==> src/hw/rtl/asop_pkg.sv <==
// Shared types, constants and helpers of the active second-order perceptron.
// No dependencies.
`default_nettype none
package asop_pkg;

  localparam int DIM_DEFAULT     = 1024;
  localparam int MAX_NNZ_DEFAULT = 64;

  localparam int IDX_W   = 10;
  localparam int VAL_W   = 16;
  localparam int DRAW_W  = 16;
  localparam int CNT_W   = 32;
  localparam int ACC_W   = 48;
  localparam int DIVN_W  = 64;
  localparam int DIVD_W  = 32;
  localparam int MUL_W   = 48;
  localparam int CFG_IDX_W = 8;
  localparam int ENTRY_W = IDX_W + VAL_W;

  localparam logic [47:0] QCAP      = 48'h7FFF_FFFF_FFFF;
  localparam logic [31:0] SIGMA_ONE = 32'h0001_0000;

  localparam logic [CFG_IDX_W-1:0] REG_QUERY_MODE = 8'd0;
  localparam logic [CFG_IDX_W-1:0] REG_QUERY_BIAS = 8'd1;

  localparam logic [2:0] MODE_ALWAYS  = 3'd0;
  localparam logic [2:0] MODE_MARGIN  = 3'd1;
  localparam logic [2:0] MODE_FIXED   = 3'd2;
  localparam logic [2:0] MODE_MARGVAR = 3'd3;
  localparam logic [2:0] MODE_NORM    = 3'd4;

  localparam int CNT_TP    = 0;
  localparam int CNT_TN    = 1;
  localparam int CNT_FP    = 2;
  localparam int CNT_FN    = 3;
  localparam int CNT_QUERY = 4;

  typedef enum logic [3:0] {
    ST_CLEAR, ST_IDLE, ST_FRD, ST_FDIV1, ST_FDIV2, ST_END, ST_M3A, ST_M3B,
    ST_SQRT, ST_M4DIV, ST_QMUL, ST_DECIDE, ST_UB, ST_UA, ST_UW, ST_OUT
  } state_t;

  typedef struct packed {
    logic              start;
    logic [DIVN_W-1:0] dividend;
    logic [DIVD_W-1:0] divisor;
  } div_req_t;

  typedef struct packed {
    logic             start;
    logic [MUL_W-1:0] a;
    logic [MUL_W-1:0] b;
  } mul_req_t;

  typedef struct packed {
    logic              start;
    logic [DIVN_W-1:0] radicand;
  } sqrt_req_t;

  typedef struct packed {
    logic busy;
    logic done;
  } unit_sts_t;

  // Q16.16 product, saturated to the query cap.
  function automatic logic [47:0] cap_q(input logic [2*MUL_W-1:0] prod);
    logic [2*MUL_W-17:0] sh;
    sh = prod[2*MUL_W-1:16];
    cap_q = (sh > (2*MUL_W-16)'(QCAP)) ? QCAP : sh[47:0];
  endfunction

endpackage
`default_nettype wire

==> src/hw/rtl/asop_div.sv <==
// Restoring divider, one quotient bit per cycle while busy; a new request is ignored while busy.
// Depends on asop_pkg.
`default_nettype none
module asop_div (
  input  wire logic                        clk,
  input  wire logic                        rst_n,
  input  wire asop_pkg::div_req_t          req,
  output logic      [asop_pkg::DIVN_W-1:0] quotient,
  output asop_pkg::unit_sts_t              sts
);

  localparam int NW = asop_pkg::DIVN_W;
  localparam int DW = asop_pkg::DIVD_W;
  localparam int CW = $clog2(NW + 1);

  logic [NW-1:0] quo_r;
  logic [DW-1:0] rem_r;
  logic [DW-1:0] den_r;
  logic [CW-1:0] cnt_r;
  logic          busy_r;
  logic          done_r;
  logic [DW:0]   rem_sh;
  logic          fits;

  assign rem_sh = {rem_r, quo_r[NW-1]};
  assign fits   = rem_sh >= {1'b0, den_r};

  always_ff @(posedge clk) begin
    if (!rst_n) begin
      busy_r <= 1'b0;
      done_r <= 1'b0;
      cnt_r  <= '0;
    end else begin
      done_r <= 1'b0;
      if (busy_r) begin
        cnt_r <= cnt_r - CW'(1);
        if (cnt_r == CW'(1)) begin
          busy_r <= 1'b0;
          done_r <= 1'b1;
        end
      end else if (req.start) begin
        busy_r <= 1'b1;
        cnt_r  <= CW'(NW);
      end
    end
  end

  always_ff @(posedge clk) begin
    if (busy_r) begin
      rem_r <= fits ? DW'(rem_sh - {1'b0, den_r}) : rem_sh[DW-1:0];
      quo_r <= {quo_r[NW-2:0], fits};
    end else if (req.start) begin
      quo_r <= req.dividend;
      rem_r <= '0;
      den_r <= req.divisor;
    end
  end

  assign quotient = quo_r;
  assign sts.busy = busy_r;
  assign sts.done = done_r;

endmodule
`default_nettype wire

==> config.mk <==
export PLATFORM = sky130hd
export DESIGN_NAME = asop_div
export DESIGN_NICKNAME = d
export VERILOG_FILES = /design/src/hw/rtl/asop_pkg.sv /design/src/hw/rtl/asop_div.sv
export SDC_FILE = /design/constraint.sdc
export NUM_CORES = 1
export LEC_CHECK = 0
export BUFFER_PORTS_ARGS = -buffer_cell sky130_fd_sc_hd__buf_2
export CAP_MARGIN = 20
export CORE_MARGIN = 2
export CORE_UTILIZATION = 30
export DETAILED_ROUTE_END_ITERATION = 10
export SLEW_MARGIN = 20
export SYNTH_ARGS = -nofsm -noshare
export SYNTH_HDL_FRONTEND = slang
export SYNTH_SLANG_ARGS = --single-unit
==> constraint.sdc <==
create_clock -name clk -period 3.6 [get_ports clk]
set_clock_uncertainty 0.05 [all_clocks]
set_input_delay 0.72 -clock clk [delete_from_list [all_inputs] [get_ports clk]]
set_output_delay 0.72 -clock clk [all_outputs]
set_load 0.01 [all_outputs]
==> flow_summary.toml <==
[synth]
netlist_instances = 645
synth_enable_flop_cells = 128
synth-main-ff-cell = "edfxtp_1"
yosysMostFrequentCell = "edfxtp_1"
muxShareOfSynthArea_pct = 10.3
ys_warn_count = 0
yosysSeqAreaShare_pct = 53.9
synthXorXnorAreaFrac_pct = 2.58
ys_types = 54
synthAdderAreaFrac_pct = 5.96
synth_compound_area_share_pct = 12.0
synth-async-reset-ratio_pct = 0
synth_top_area_cell = "edfxtp_1"
synth_top_family_by_area = "compound AO/OA/AOI/OAI gates"
yosys.area_share.simple_pct = 11.1
syn_area_um2 = 7470
ys_seq_elements = 137
synth_top_area_share_pct = 51.5
synth_nets = 779
synth.area.top_cells = "edfxtp_1 (51%), mux2_2 (9.6%), ha_1 (5.7%)"
synthTopCellsByCount = "edfxtp_1 (128), nand2_1 (65), mux2_2 (64)"
avgSynthCellArea_um2 = 11.6

[clock_network]
clk_latency_ps = 420
cts.hold.buffers_added = 0
clock-sinks = 137
cts_max_level = 4
clockBufferDepth = 2
cts_tree = "built"
cts_resized = 0
path_clk_slew_ps = 60
post-cts-setup-buffers = 0
cts_buffers = 17
clock-root-buffer = "clkbuf_16"

[hold_path]
hold_class = "in -> reg"

[sta]
whs_ps = 420
hold_violations = 0
worst_slew_pin_slew_ps = 836
max_slew_margin_pct = 44.2
setup_slack_ps = 321
final.setup.tns_ps = 0
max_freq_ghz = 0.305
finalSetupViolations = 0
period_needed_ps = 3280
slew_viol_final = 0
rsz0062_at_grt = "false"
fin_crit_sh_pct = 91.1

[global_routing]
grt_pass1_vias = 5580
grt-ovfl-total = 0
antenna_found_initial = 6
grt_pass1_wl_um = 29000
grt_usage_pct = 14.1
grt_max_degree = 66

[run_status]
status = "finished clean"

[detailed_routing]
drt_wl_total_um = 18100
ant_nets = 0
dr.pass1.iters = 5
drcViolationCount = 0
vias_per_cell = 4.75
initialDrtViolationCount = 343
wl_per_cell_um = 15.8
via_count = 5448

[die]
rows = 57
chipWidth_um = 162
die_h_um = 162
die_area_um2 = 26200
design.core.area_um2 = 24400
initial_core_util_pct = 30.6
pin_count = 165

[place]
place_ws_ps = 290
place_inst = 1112
place.gp.congestion = 0.810
port-buffer-count = 164
place_hpwl_um = 12900

[power_and_ir_drop]
irDropWorstVdd_mv = 0.293
powerDensity_nw_per_um2 = 569
leakagePower_nw = 3.81

[cells_and_area]
multi_input_area_um2 = 3140
nFillCells = 2441
drive_gt1_share_pct = 33.5
fin_cells = 1147
nNetsFinal = 941
syn_to_final_growth_pct = 23.4
seq_area_um2 = 4030

[setup_path]
end_kind = "flip-flop"
cp.arrival_ps = 3500
crit_path_start_kind = "flip-flop"
critPathKind = "reg -> reg"
required_ps = 3820
path_max_fanout = 17

[job]
drv_cap = 0
-- sequential cells by signal, indices dropped and copies added, names as in the netlist --
signal / cells
rem_r: 32
quotient: 64
cnt_r: 7
done_r: 1
den_r: 32
busy_r: 1
-- critical path: stages (launching register included) --
cell and delay (ps):
edfxtp_1 390, ha_1 370, a21oi_1 210, nor2_1 70, a211oi_1 470, a211oi_2 160
nor3_2 450, a21o_1 420, buf_4 320, nand2_1 90, a21oi_1 130
-- layer usage --
metal	GRT usage, %	up-vias	wire, um
met5	0	-	8
met4	4.83	2	210
met3	4.95	17	1400
met2	22.1	182	8300
met1	18.3	2530	8230
li1	-	2717	-
-- layout make-up --
class                           instances  area share (%)
Clock buffer                           17            4.62
Timing Repair Buffer                  171            9.61
Antenna cell                            4           0.109
Sequential cell                       137            43.7
Clock inverter                         14            1.76
Inverter                               43            1.76
Tap cell                              324            4.40
Multi-Input combinational cell        437            34.0
-- cell usage in the layout, fill, tap and decap left out, types with 5 or more instances in the layout --
cell | netlist | final
nand4_1 | 11 | 11
clkbuf_16 | 0 | 17
inv_6 | 0 | 6
dfxtp_1 | 9 | 8
a31oi_1 | 5 | 5
nor2_1 | 30 | 30
o21ai_0 | 22 | 22
nand3_1 | 14 | 14
and3_1 | 5 | 5
nor3_1 | 7 | 7
mux2i_1 | 5 | 5
edfxtp_1 | 128 | 128
a211oi_1 | 11 | 11
mux2_2 | 64 | 64
and2_1 | 6 | 6
nand2_1 | 65 | 65
nor2b_1 | 6 | 6
a21o_1 | 14 | 14
nand2b_1 | 12 | 12
buf_2 | 0 | 164
ha_1 | 34 | 34
a21oi_1 | 49 | 49
xor2_1 | 10 | 10
o21a_1 | 5 | 5
buf_4 | 5 | 6
xnor2_1 | 12 | 12
inv_1 | 43 | 42
-- metrics by stage --
step                util [%]  power [W]  area (um^2)
detailed placement      35.3    0.00348         8620
CTS                     37.7    0.00530         9210
finish                  37.8    0.00524         9220
floorplan                  -    0.00310         7470
global route            37.8    0.00554         9210
global placement        35.3    0.00348         8620
-- power by group --
part / internal [W] / switching (W) / total [W]
Combinational: 0.000577 / 0.000808 / 0.00138
Clock: 0.00103 / 0.000748 / 0.00178
Sequential: 0.00197 / 0.000100 / 0.00207
-- worst paths after layout --
kind | endpoint | startpoint | cells past startpoint | slack (ps)
max | rem_r[5]$_SDFFCE_PN0P_ | rem_r[7]$_SDFFCE_PN0P_ | 10 | 320
min | den_r[20]$_DFFE_PP_ | req[20] | 1 | 420
max reg2reg | rem_r[5]$_SDFFCE_PN0P_ | rem_r[7]$_SDFFCE_PN0P_ | 10 | 320
min reg2reg | busy_r$_SDFF_PN0_ | cnt_r[6]$_SDFFE_PN0P_ | 2 | 440
-- cell families (layout without fill, tap and decap cells) --
group / after synthesis / count (layout)
xor gates and xnor gates: 22 / 22
buffers and inverters: 71 / 245
DFF: 137 / 137
AOI/OAI and AO/OA: 139 / 139
and+or+nand+nor: 172 / 172
muxes: 69 / 69
adders and majority gates: 35 / 35
other: 0 / 4
Note: power is estimated with default switching activity, not from simulation.
