===== src/hw/rtl/asop_pkg.sv =====
// Shared types, constants and helpers of the active second-order perceptron.
// No dependencies.
`default_nettype none
package asop_pkg;

  localparam int DIM_DEFAULT     = 1024;
  localparam int MAX_NNZ_DEFAULT = 64;

  localparam int IDX_W   = 10;
  localparam int VAL_W   = 16;
  localparam int DRAW_W  = 16;
  localparam int CNT_W   = 32;
  localparam int ACC_W   = 48;
  localparam int DIVN_W  = 64;
  localparam int DIVD_W  = 32;
  localparam int MUL_W   = 48;
  localparam int CFG_IDX_W = 8;
  localparam int ENTRY_W = IDX_W + VAL_W;

  localparam logic [47:0] QCAP      = 48'h7FFF_FFFF_FFFF;
  localparam logic [31:0] SIGMA_ONE = 32'h0001_0000;

  localparam logic [CFG_IDX_W-1:0] REG_QUERY_MODE = 8'd0;
  localparam logic [CFG_IDX_W-1:0] REG_QUERY_BIAS = 8'd1;

  localparam logic [2:0] MODE_ALWAYS  = 3'd0;
  localparam logic [2:0] MODE_MARGIN  = 3'd1;
  localparam logic [2:0] MODE_FIXED   = 3'd2;
  localparam logic [2:0] MODE_MARGVAR = 3'd3;
  localparam logic [2:0] MODE_NORM    = 3'd4;

  localparam int CNT_TP    = 0;
  localparam int CNT_TN    = 1;
  localparam int CNT_FP    = 2;
  localparam int CNT_FN    = 3;
  localparam int CNT_QUERY = 4;

  typedef enum logic [3:0] {
    ST_CLEAR, ST_IDLE, ST_FRD, ST_FDIV1, ST_FDIV2, ST_END, ST_M3A, ST_M3B,
    ST_SQRT, ST_M4DIV, ST_QMUL, ST_DECIDE, ST_UB, ST_UA, ST_UW, ST_OUT
  } state_t;

  typedef struct packed {
    logic              start;
    logic [DIVN_W-1:0] dividend;
    logic [DIVD_W-1:0] divisor;
  } div_req_t;

  typedef struct packed {
    logic             start;
    logic [MUL_W-1:0] a;
    logic [MUL_W-1:0] b;
  } mul_req_t;

  typedef struct packed {
    logic              start;
    logic [DIVN_W-1:0] radicand;
  } sqrt_req_t;

  typedef struct packed {
    logic busy;
    logic done;
  } unit_sts_t;

  // Q16.16 product, saturated to the query cap.
  function automatic logic [47:0] cap_q(input logic [2*MUL_W-1:0] prod);
    logic [2*MUL_W-17:0] sh;
    sh = prod[2*MUL_W-1:16];
    cap_q = (sh > (2*MUL_W-16)'(QCAP)) ? QCAP : sh[47:0];
  endfunction

endpackage
`default_nettype wire


===== src/hw/rtl/asop_mul.sv =====
// Shift-and-add multiplier, one multiplier bit per cycle while busy, full-width product.
// Depends on asop_pkg.
`default_nettype none
module asop_mul (
  input  wire logic                         clk,
  input  wire logic                         rst_n,
  input  wire asop_pkg::mul_req_t           req,
  output logic      [2*asop_pkg::MUL_W-1:0] product,
  output asop_pkg::unit_sts_t               sts
);

  localparam int MW = asop_pkg::MUL_W;
  localparam int CW = $clog2(MW + 1);

  logic [2*MW-1:0] acc_r;
  logic [2*MW-1:0] a_r;
  logic [MW-1:0]   b_r;
  logic [CW-1:0]   cnt_r;
  logic            busy_r;
  logic            done_r;

  always_ff @(posedge clk) begin
    if (!rst_n) begin
      busy_r <= 1'b0;
      done_r <= 1'b0;
      cnt_r  <= '0;
    end else begin
      done_r <= 1'b0;
      if (busy_r) begin
        cnt_r <= cnt_r - CW'(1);
        if (cnt_r == CW'(1)) begin
          busy_r <= 1'b0;
          done_r <= 1'b1;
        end
      end else if (req.start) begin
        busy_r <= 1'b1;
        cnt_r  <= CW'(MW);
      end
    end
  end

  always_ff @(posedge clk) begin
    if (busy_r) begin
      if (b_r[0]) begin
        acc_r <= acc_r + a_r;
      end
      a_r <= {a_r[2*MW-2:0], 1'b0};
      b_r <= {1'b0, b_r[MW-1:1]};
    end else if (req.start) begin
      acc_r <= '0;
      a_r   <= (2*MW)'(req.a);
      b_r   <= req.b;
    end
  end

  assign product  = acc_r;
  assign sts.busy = busy_r;
  assign sts.done = done_r;

endmodule
`default_nettype wire


===== config.mk =====
export PLATFORM = sky130hd
export DESIGN_NAME = asop_mul
export DESIGN_NICKNAME = d
export VERILOG_FILES = /design/src/hw/rtl/asop_pkg.sv /design/src/hw/rtl/asop_mul.sv
export SDC_FILE = /design/constraint.sdc
export NUM_CORES = 1
export LEC_CHECK = 0
export BUFFER_PORTS_ARGS = -buffer_cell sky130_fd_sc_hd__buf_4
export CAP_MARGIN = 20
export CORE_MARGIN = 2
export CORE_UTILIZATION = 59
export CTS_BUF_LIST = sky130_fd_sc_hd__clkbuf_16
export CTS_CLUSTER_SIZE = 12
export DETAILED_ROUTE_END_ITERATION = 16
export HOLD_SLACK_MARGIN = 0.05
export PLACE_DENSITY_LB_ADDON = 0.1
export SLEW_MARGIN = 5
export SYNTH_ARGS = -nofsm -noshare
export SYNTH_HDL_FRONTEND = slang
export SYNTH_SLANG_ARGS = --single-unit

===== constraint.sdc =====
create_clock -name clk -period 4.6 [get_ports clk]
set_input_delay 0.92 -clock clk [delete_from_list [all_inputs] [get_ports clk]]
set_output_delay 0.92 -clock clk [all_outputs]
set_load 0.02 [all_outputs]

==> out/results.ini, run 1 <==
[critical_path]
crit_chain=ha_1 -> fa_1 -> a211oi_1 -> o21ai_0 -> a22oi_1 -> o32a_1 -> and2_1 -> o31ai_4 -> a21oi_1 -> o21ai_2 -> a21oi_1 -> mux2i_1
crit_top_cell=a21oi_1
critPathMaxStageDelay_ps=440
crit_path_start_kind=register
critPathSlowestCell=a22oi_1
path_class=register to register
cp_data_required_time_ps=4990
path_max_fanout=4
crit_path_end_kind=register
cp.arrival_ps=4120

[power]
leakagePower_nw=7.32
cellPowerDensity_mw_per_mm2=427
ir_drop_mv=0.424

[sta]
setup_viol=0
worst_slack_ps=874
worst_pin_slew_ps=1030
max_freq_mhz=268
max_slew_margin_pct=31.1
period_share_pct=81.0
hold_viol_final=0
min_period_ps=3730
tns_ps=0
slew_violations=0
grt_setup_unrepaired=no
finClkSkew_ps=11.8

[clock_tree]
cts_buffers=28
cts_sinks=248
cts_resized=0
path_clk_slew_ps=60
h-tree-depth=1
cts_tree=done
cts.path.max_buffers=3
cts_setup_buffers=0
clockRootBuffer=clkbuf_16
worstSkewPairLatency_ps=550
holdBufCountCts=0

[synthesis]
yosysUniqueCellTypes=75
synth_flop_cell=edfxtp_1
seq_area_frac_synth_pct=47.7
ys_warn_count=0
ys_ff_latch=248
syn_avg_cell_area_sq_um=10.4
synth_edf_count=238
syn_area_sq_mm=0.0154
syn_inst=1483
synthesis.nets=1680
synthArstFlopShare_pct=0

[cells_and_area]
syn2layout_area_growth_pct=16.3
mostFrequentLayoutCells=edfxtp_1, buf_4, a21oi_1, nor2_1, nand2_1
drive_above_1_share_pct=19.0
final_area_sq_mm=0.0179
fin_nets=1838
diodes=0
layout_commonest_cell=edfxtp_1

[routing]
drt_iter0_drc=1009
ant_nets=0
vias=12200
via_per_inst=6.12
drc=0
drt_first_pass_iters=5
detail_route.wirelength_mm=39.4
post_drt_wl_per_cell_um=19.7

[floorplan]
dieArea_sq_mm=0.0274
rows=59
fp.dieH_um=166
core-area_sq_mm=0.0258
start_util_pct=59.6
dieWidth_um=166
ios=197

[global_routing]
grt.overflow.total=0
antenna_found_initial=1
grtUsageTotal_pct=27.6
grt_pass1_wl_mm=62.2
grt_max_degree=83
grt_pass1_vias=11900

[place]
dp_hpwl_mm=28.6
place.gp.congestion=0.934
place_ws_ps=983
postPlaceCellArea_sq_mm=0.0171
io_buffers=196

[hold_path]
hp-class=register to register

[flow_run]
cap_violations=0

[status]
status=completed

cell families (layout without fill, tap and decap cells):
kind of cell    Yosys count  count (layout)  share of synthesized area, %
compound gates          428             428                          18.3
simple gates            461             461                          14.5
flops                   248             248                          47.7
buf+inv                 112             291                          2.92
xor+xnor                 77              77                          4.38
fa+ha+maj                98              98                          8.01
mux                      59              59                          4.21
critical path, delay by kind of cell (launching register included):
family	cells	cell delay, ps
flops	1	390
simple gates	1	300
fa+ha+maj	2	690
compound gates	8	1970
mux	1	210
worst paths after layout:
path	from	end	slack (ps)	cells after the start
max	product[0]$_SDFFCE_PN0P_	product[64]$_SDFFCE_PN0P_	870	12
min	b_r[47]$_SDFFE_PP0P_	b_r[47]$_SDFFE_PP0P_	490	2
max reg2reg	product[0]$_SDFFCE_PN0P_	product[64]$_SDFFCE_PN0P_	870	12
min reg2reg	b_r[47]$_SDFFE_PP0P_	b_r[47]$_SDFFE_PP0P_	490	2
routing by layer:
layer	up-vias	global-route usage [%]	wire, um
met2	394	45.6	18400
met1	5878	37.9	17300
li1	5872	-	-
met5	-	0	16
met3	79	4.23	2450
met4	2	8.47	1200
sequential cells by signal (all words and copies together), names as in the netlist:
register  cells
a_r          96
b_r          48
busy_r        1
cnt_r         6
done_r        1
product      96
power by group:
part | total, mW | internal, mW | switching [mW]
combinational | 2.57 | 1.03 | 1.54
sequential | 3.03 | 2.85 | 0.182
clock | 2.06 | 1.15 | 0.907
final cells by class:
class                           instances  area, sq um
Clock buffer                           28          701
Clock inverter                         23          135
Fill cell                            2038         7920
Inverter                               35          136
Multi-Input combinational cell       1123         7630
Sequential cell                       248         7350
Tap cell                              335          419
Timing Repair Buffer                  205         1550
synth_stat cells (all sizes together), types with 43 or more instances:
library cell | count | share of area (%)
mux2 | 47 | 3.4
clkbuf | 62 | 1.5
xnor2 | 49 | 2.8
nand2 | 113 | 2.8
nor2 | 144 | 3.5
a21oi | 149 | 5.0
and2 | 62 | 2.5
edfxtp | 238 | 46
a22o | 47 | 2.7
o21ai | 80 | 2.6
nand4 | 43 | 1.7
ha | 97 | 7.9
metrics by stage:
step	power (mW)	utilization, %	std cells	hold WS [ps]
3_5_place_dp	5.59	66.1	1946	480
4_1_cts	7.66	69.4	1997	495
3_3_place_gp	5.56	66.1	1946	473
2_1_floorplan	4.85	-	1483	453
5_1_grt	8.04	69.4	1997	515
6_report	7.66	69.4	1997	494
Note: power is estimated with default switching activity, not from simulation.
==> inputs of run 2 (changes only) <==
- clock period: 4.6 -> 3.5 ns (I/O delays scaled with it)
==> out/results.ini, run 2 (synthesis gave the netlist of run 1 again) <==
[sta]
grt_setup_unrepaired=yes  ; was no
hold_viol_final=0  ; unchanged
timing.hold.ws_ps=397  ; was 494 ps
setup_viol=0  ; unchanged
max_slew_margin_pct=53.1  ; was 31.1%
finClkSkew_ps=14.4  ; was 11.8 ps
min_period_ps=3420  ; was 3730 ps
worst_pin_slew_ps=704  ; was 1030 ps
period_share_pct=97.6  ; was 81.0%
max_freq_mhz=293  ; was 268 MHz
slew_violations=0  ; unchanged

[power]
cellPowerDensity_mw_per_mm2=570  ; was 427 mW/mm^2
power_switching_mw=3.51  ; was 2.63 mW
internal_power_mw=6.97  ; was 5.03 mW
p_seq_share_pct=38.1  ; was 39.5%
p_clk_share_pct=28.4  ; was 26.9%
ir_drop_mv=0.474  ; was 0.424 mV
swShare_pct=33.5  ; was 34.3%
power_frac_comb_pct=33.5  ; was 33.6%
total_power_mw=10.5  ; was 7.66 mW
leakagePower_nw=7.51  ; was 7.32 nW

[place]
dp_hpwl_mm=29.0  ; was 28.6 mm
io_buffers=196  ; unchanged
place.gp.congestion=0.958  ; was 0.934
placed_cells_incl_taps=1972  ; was 1946

[status]
status=completed  ; unchanged

[critical_path]
cp_data_required_time_ps=3790  ; was 4990 ps
r2r_setup_slack_ps=80  ; was 870 ps
r2r_start=product[26]$_SDFFCE_PN0P_  ; was product[0]$_SDFFCE_PN0P_
cp.arrival_ps=3700  ; was 4120 ps
worstRegToRegCells=11  ; was 12
path_max_fanout=6  ; was 4
r2r_end=product[64]$_SDFFCE_PN0P_  ; unchanged
path_class=register to register  ; unchanged
critPathCapture=product[64]$_SDFFCE_PN0P_  ; unchanged
crit_path_start_kind=register  ; unchanged
crit_path_end_kind=register  ; unchanged
critPathLaunch=product[26]$_SDFFCE_PN0P_  ; was product[0]$_SDFFCE_PN0P_

[global_routing]
grt.met1_usage_pct=37.8  ; was 37.9%
grt_max_degree=138  ; was 83
grt.overflow.total=0  ; unchanged
grt_pass1_vias=12000  ; was 11900
met2_usage_pct=47.1  ; was 45.6%
grt_pass1_wl_mm=63.2  ; was 62.2 mm
antenna_found_initial=1  ; unchanged
grtUsageTotal_pct=28.1  ; was 27.6%
globalRoute.busiestLayer=met2  ; unchanged
met3_usage_pct=5.42  ; was 4.23%

[routing]
drt_iter0_drc=1187  ; was 1009
drt_first_pass_iters=6  ; was 5
ant_nets=0  ; unchanged
vias=12500  ; was 12200
post_drt_wl_per_cell_um=19.9  ; was 19.7 um
drc=0  ; unchanged
via_per_inst=6.15  ; was 6.12
detail_route.wirelength_mm=40.4  ; was 39.4 mm

[cells_and_area]
drive_above_1_share_pct=21.6  ; was 19.0%
fin_nets=1868  ; was 1838
syn2layout_area_growth_pct=19.3  ; was 16.3%
diodes=0  ; unchanged
final-instance-count-excl-fill=2027  ; was 1997
layout_commonest_cell=edfxtp_1  ; unchanged
final_core_util_pct=71.1  ; was 69.4%
mostFrequentLayoutCells=edfxtp_1, buf_4, a21oi_1, nor2_1, nand2_1  ; unchanged

[flow_run]
cap_violations=0  ; unchanged

[floorplan]
dieWidth_um=166  ; unchanged
ios=197  ; unchanged
core-area_sq_mm=0.0258  ; unchanged
dieArea_sq_mm=0.0274  ; unchanged
start_util_pct=59.6  ; unchanged
fp.dieH_um=166  ; unchanged
rows=59  ; unchanged

[clock_tree]
path_clk_slew_ps=60  ; about the same
worstSkewPairLatency_ps=540  ; was 550 ps
cts_buffers=29  ; was 28
cts_tree=done  ; unchanged
cts_sinks=248  ; unchanged
clockRootBuffer=clkbuf_16  ; unchanged
cts.path.max_buffers=3  ; unchanged
h-tree-depth=1  ; unchanged

[hold_path]
hp-class=input pin to register  ; was register to register

run 2: cell types whose count changed in the layout (fill, tap and decap cells not counted), sizes merged:
cell      change
buf          +29
bufinv        +3
clkinv        -2
inv           -2
clkbuf        +1
clkinvlp      +1
run 2: layout make-up:
type                            instances  area [sq um]
Multi-Input combinational cell       1123          7740
Fill cell                            1958          7460
Sequential cell                       248          7350
Timing Repair Buffer                  234          1790
Clock buffer                           29           726
Tap cell                              335           419
Clock inverter                         23           206
Inverter                               35           135
run 2: metal layers:
layer / part of all wire (%) / up-vias / wire length [um]
met3: 7.6 / 68 / 3080
met1: 42 / 6024 / 17100
met4: 2.3 / 2 / 943
li1: - / 5918 / -
met2: 48 / 459 / 19300
met5: 0.032 / - / 13
run 2: critical path: stages (launching register included):
cell and delay (ps):
edfxtp_1 420, ha_2 430, and3_4 230, nand3_2 120
or4_1 500, o32a_1 250, and2_1 230, o31ai_4 310
a21oi_1 160, o21ai_2 250, a21oi_1 130, mux2i_1 130
run 2: power by group through the flow:
stage          Sequential [mW]  Clock [mW]  Combinational (mW)
2_1_floorplan             4.16           0                2.20
3_3_place_gp              4.02           0                3.36
3_5_place_dp              4.04           0                3.40
4_1_cts                   3.98        3.02                3.43
5_1_grt                   4.03        3.14                3.83
6_report                  3.99        2.98                3.51
run 2: through the flow:
| stage | setup WS [ps] | instance area, sq um | TNS (ps) |
|---|---|---|---|
| 6_report | 84.1 | 18400 | 0 |
| 5_1_grt | -67.4 | 18400 | -172 |
| 4_1_cts | 40.2 | 18200 | 0 |
| 3_5_place_dp | -31.8 | 17300 | -31.8 |
| 3_3_place_gp | 36.2 | 17300 | 0 |
| 2_1_floorplan | 51.9 | 15400 | 0 |
run 2: worst min-delay path by stage:
stage	start	end	slack (ps)	cells past startpoint
after global placement	cnt_r[5]$_SDFFE_PN0P_	cnt_r[5]$_SDFFE_PN0P_	470	1
after detailed placement	cnt_r[5]$_SDFFE_PN0P_	cnt_r[5]$_SDFFE_PN0P_	490	1
after CTS	req[48]	a_r[0]$_SDFFE_PP0P_	390	3
after floorplan	cnt_r[5]$_SDFFE_PN0P_	cnt_r[5]$_SDFFE_PN0P_	450	1
final	req[48]	a_r[0]$_SDFFE_PP0P_	400	3
after global routing	req[48]	a_r[0]$_SDFFE_PP0P_	410	3
run 2: timing repair:
| action | 4_1_cts | 5_1_grt |
|---|---|---|
| setup buffers | 0 | 3 |
| endpoints found under the setup margin | 2 | 22 |
| hold buffers | 0 | 0 |
| pin swaps | 0 | 7 |
| gates resized for setup | 2 | 22 |
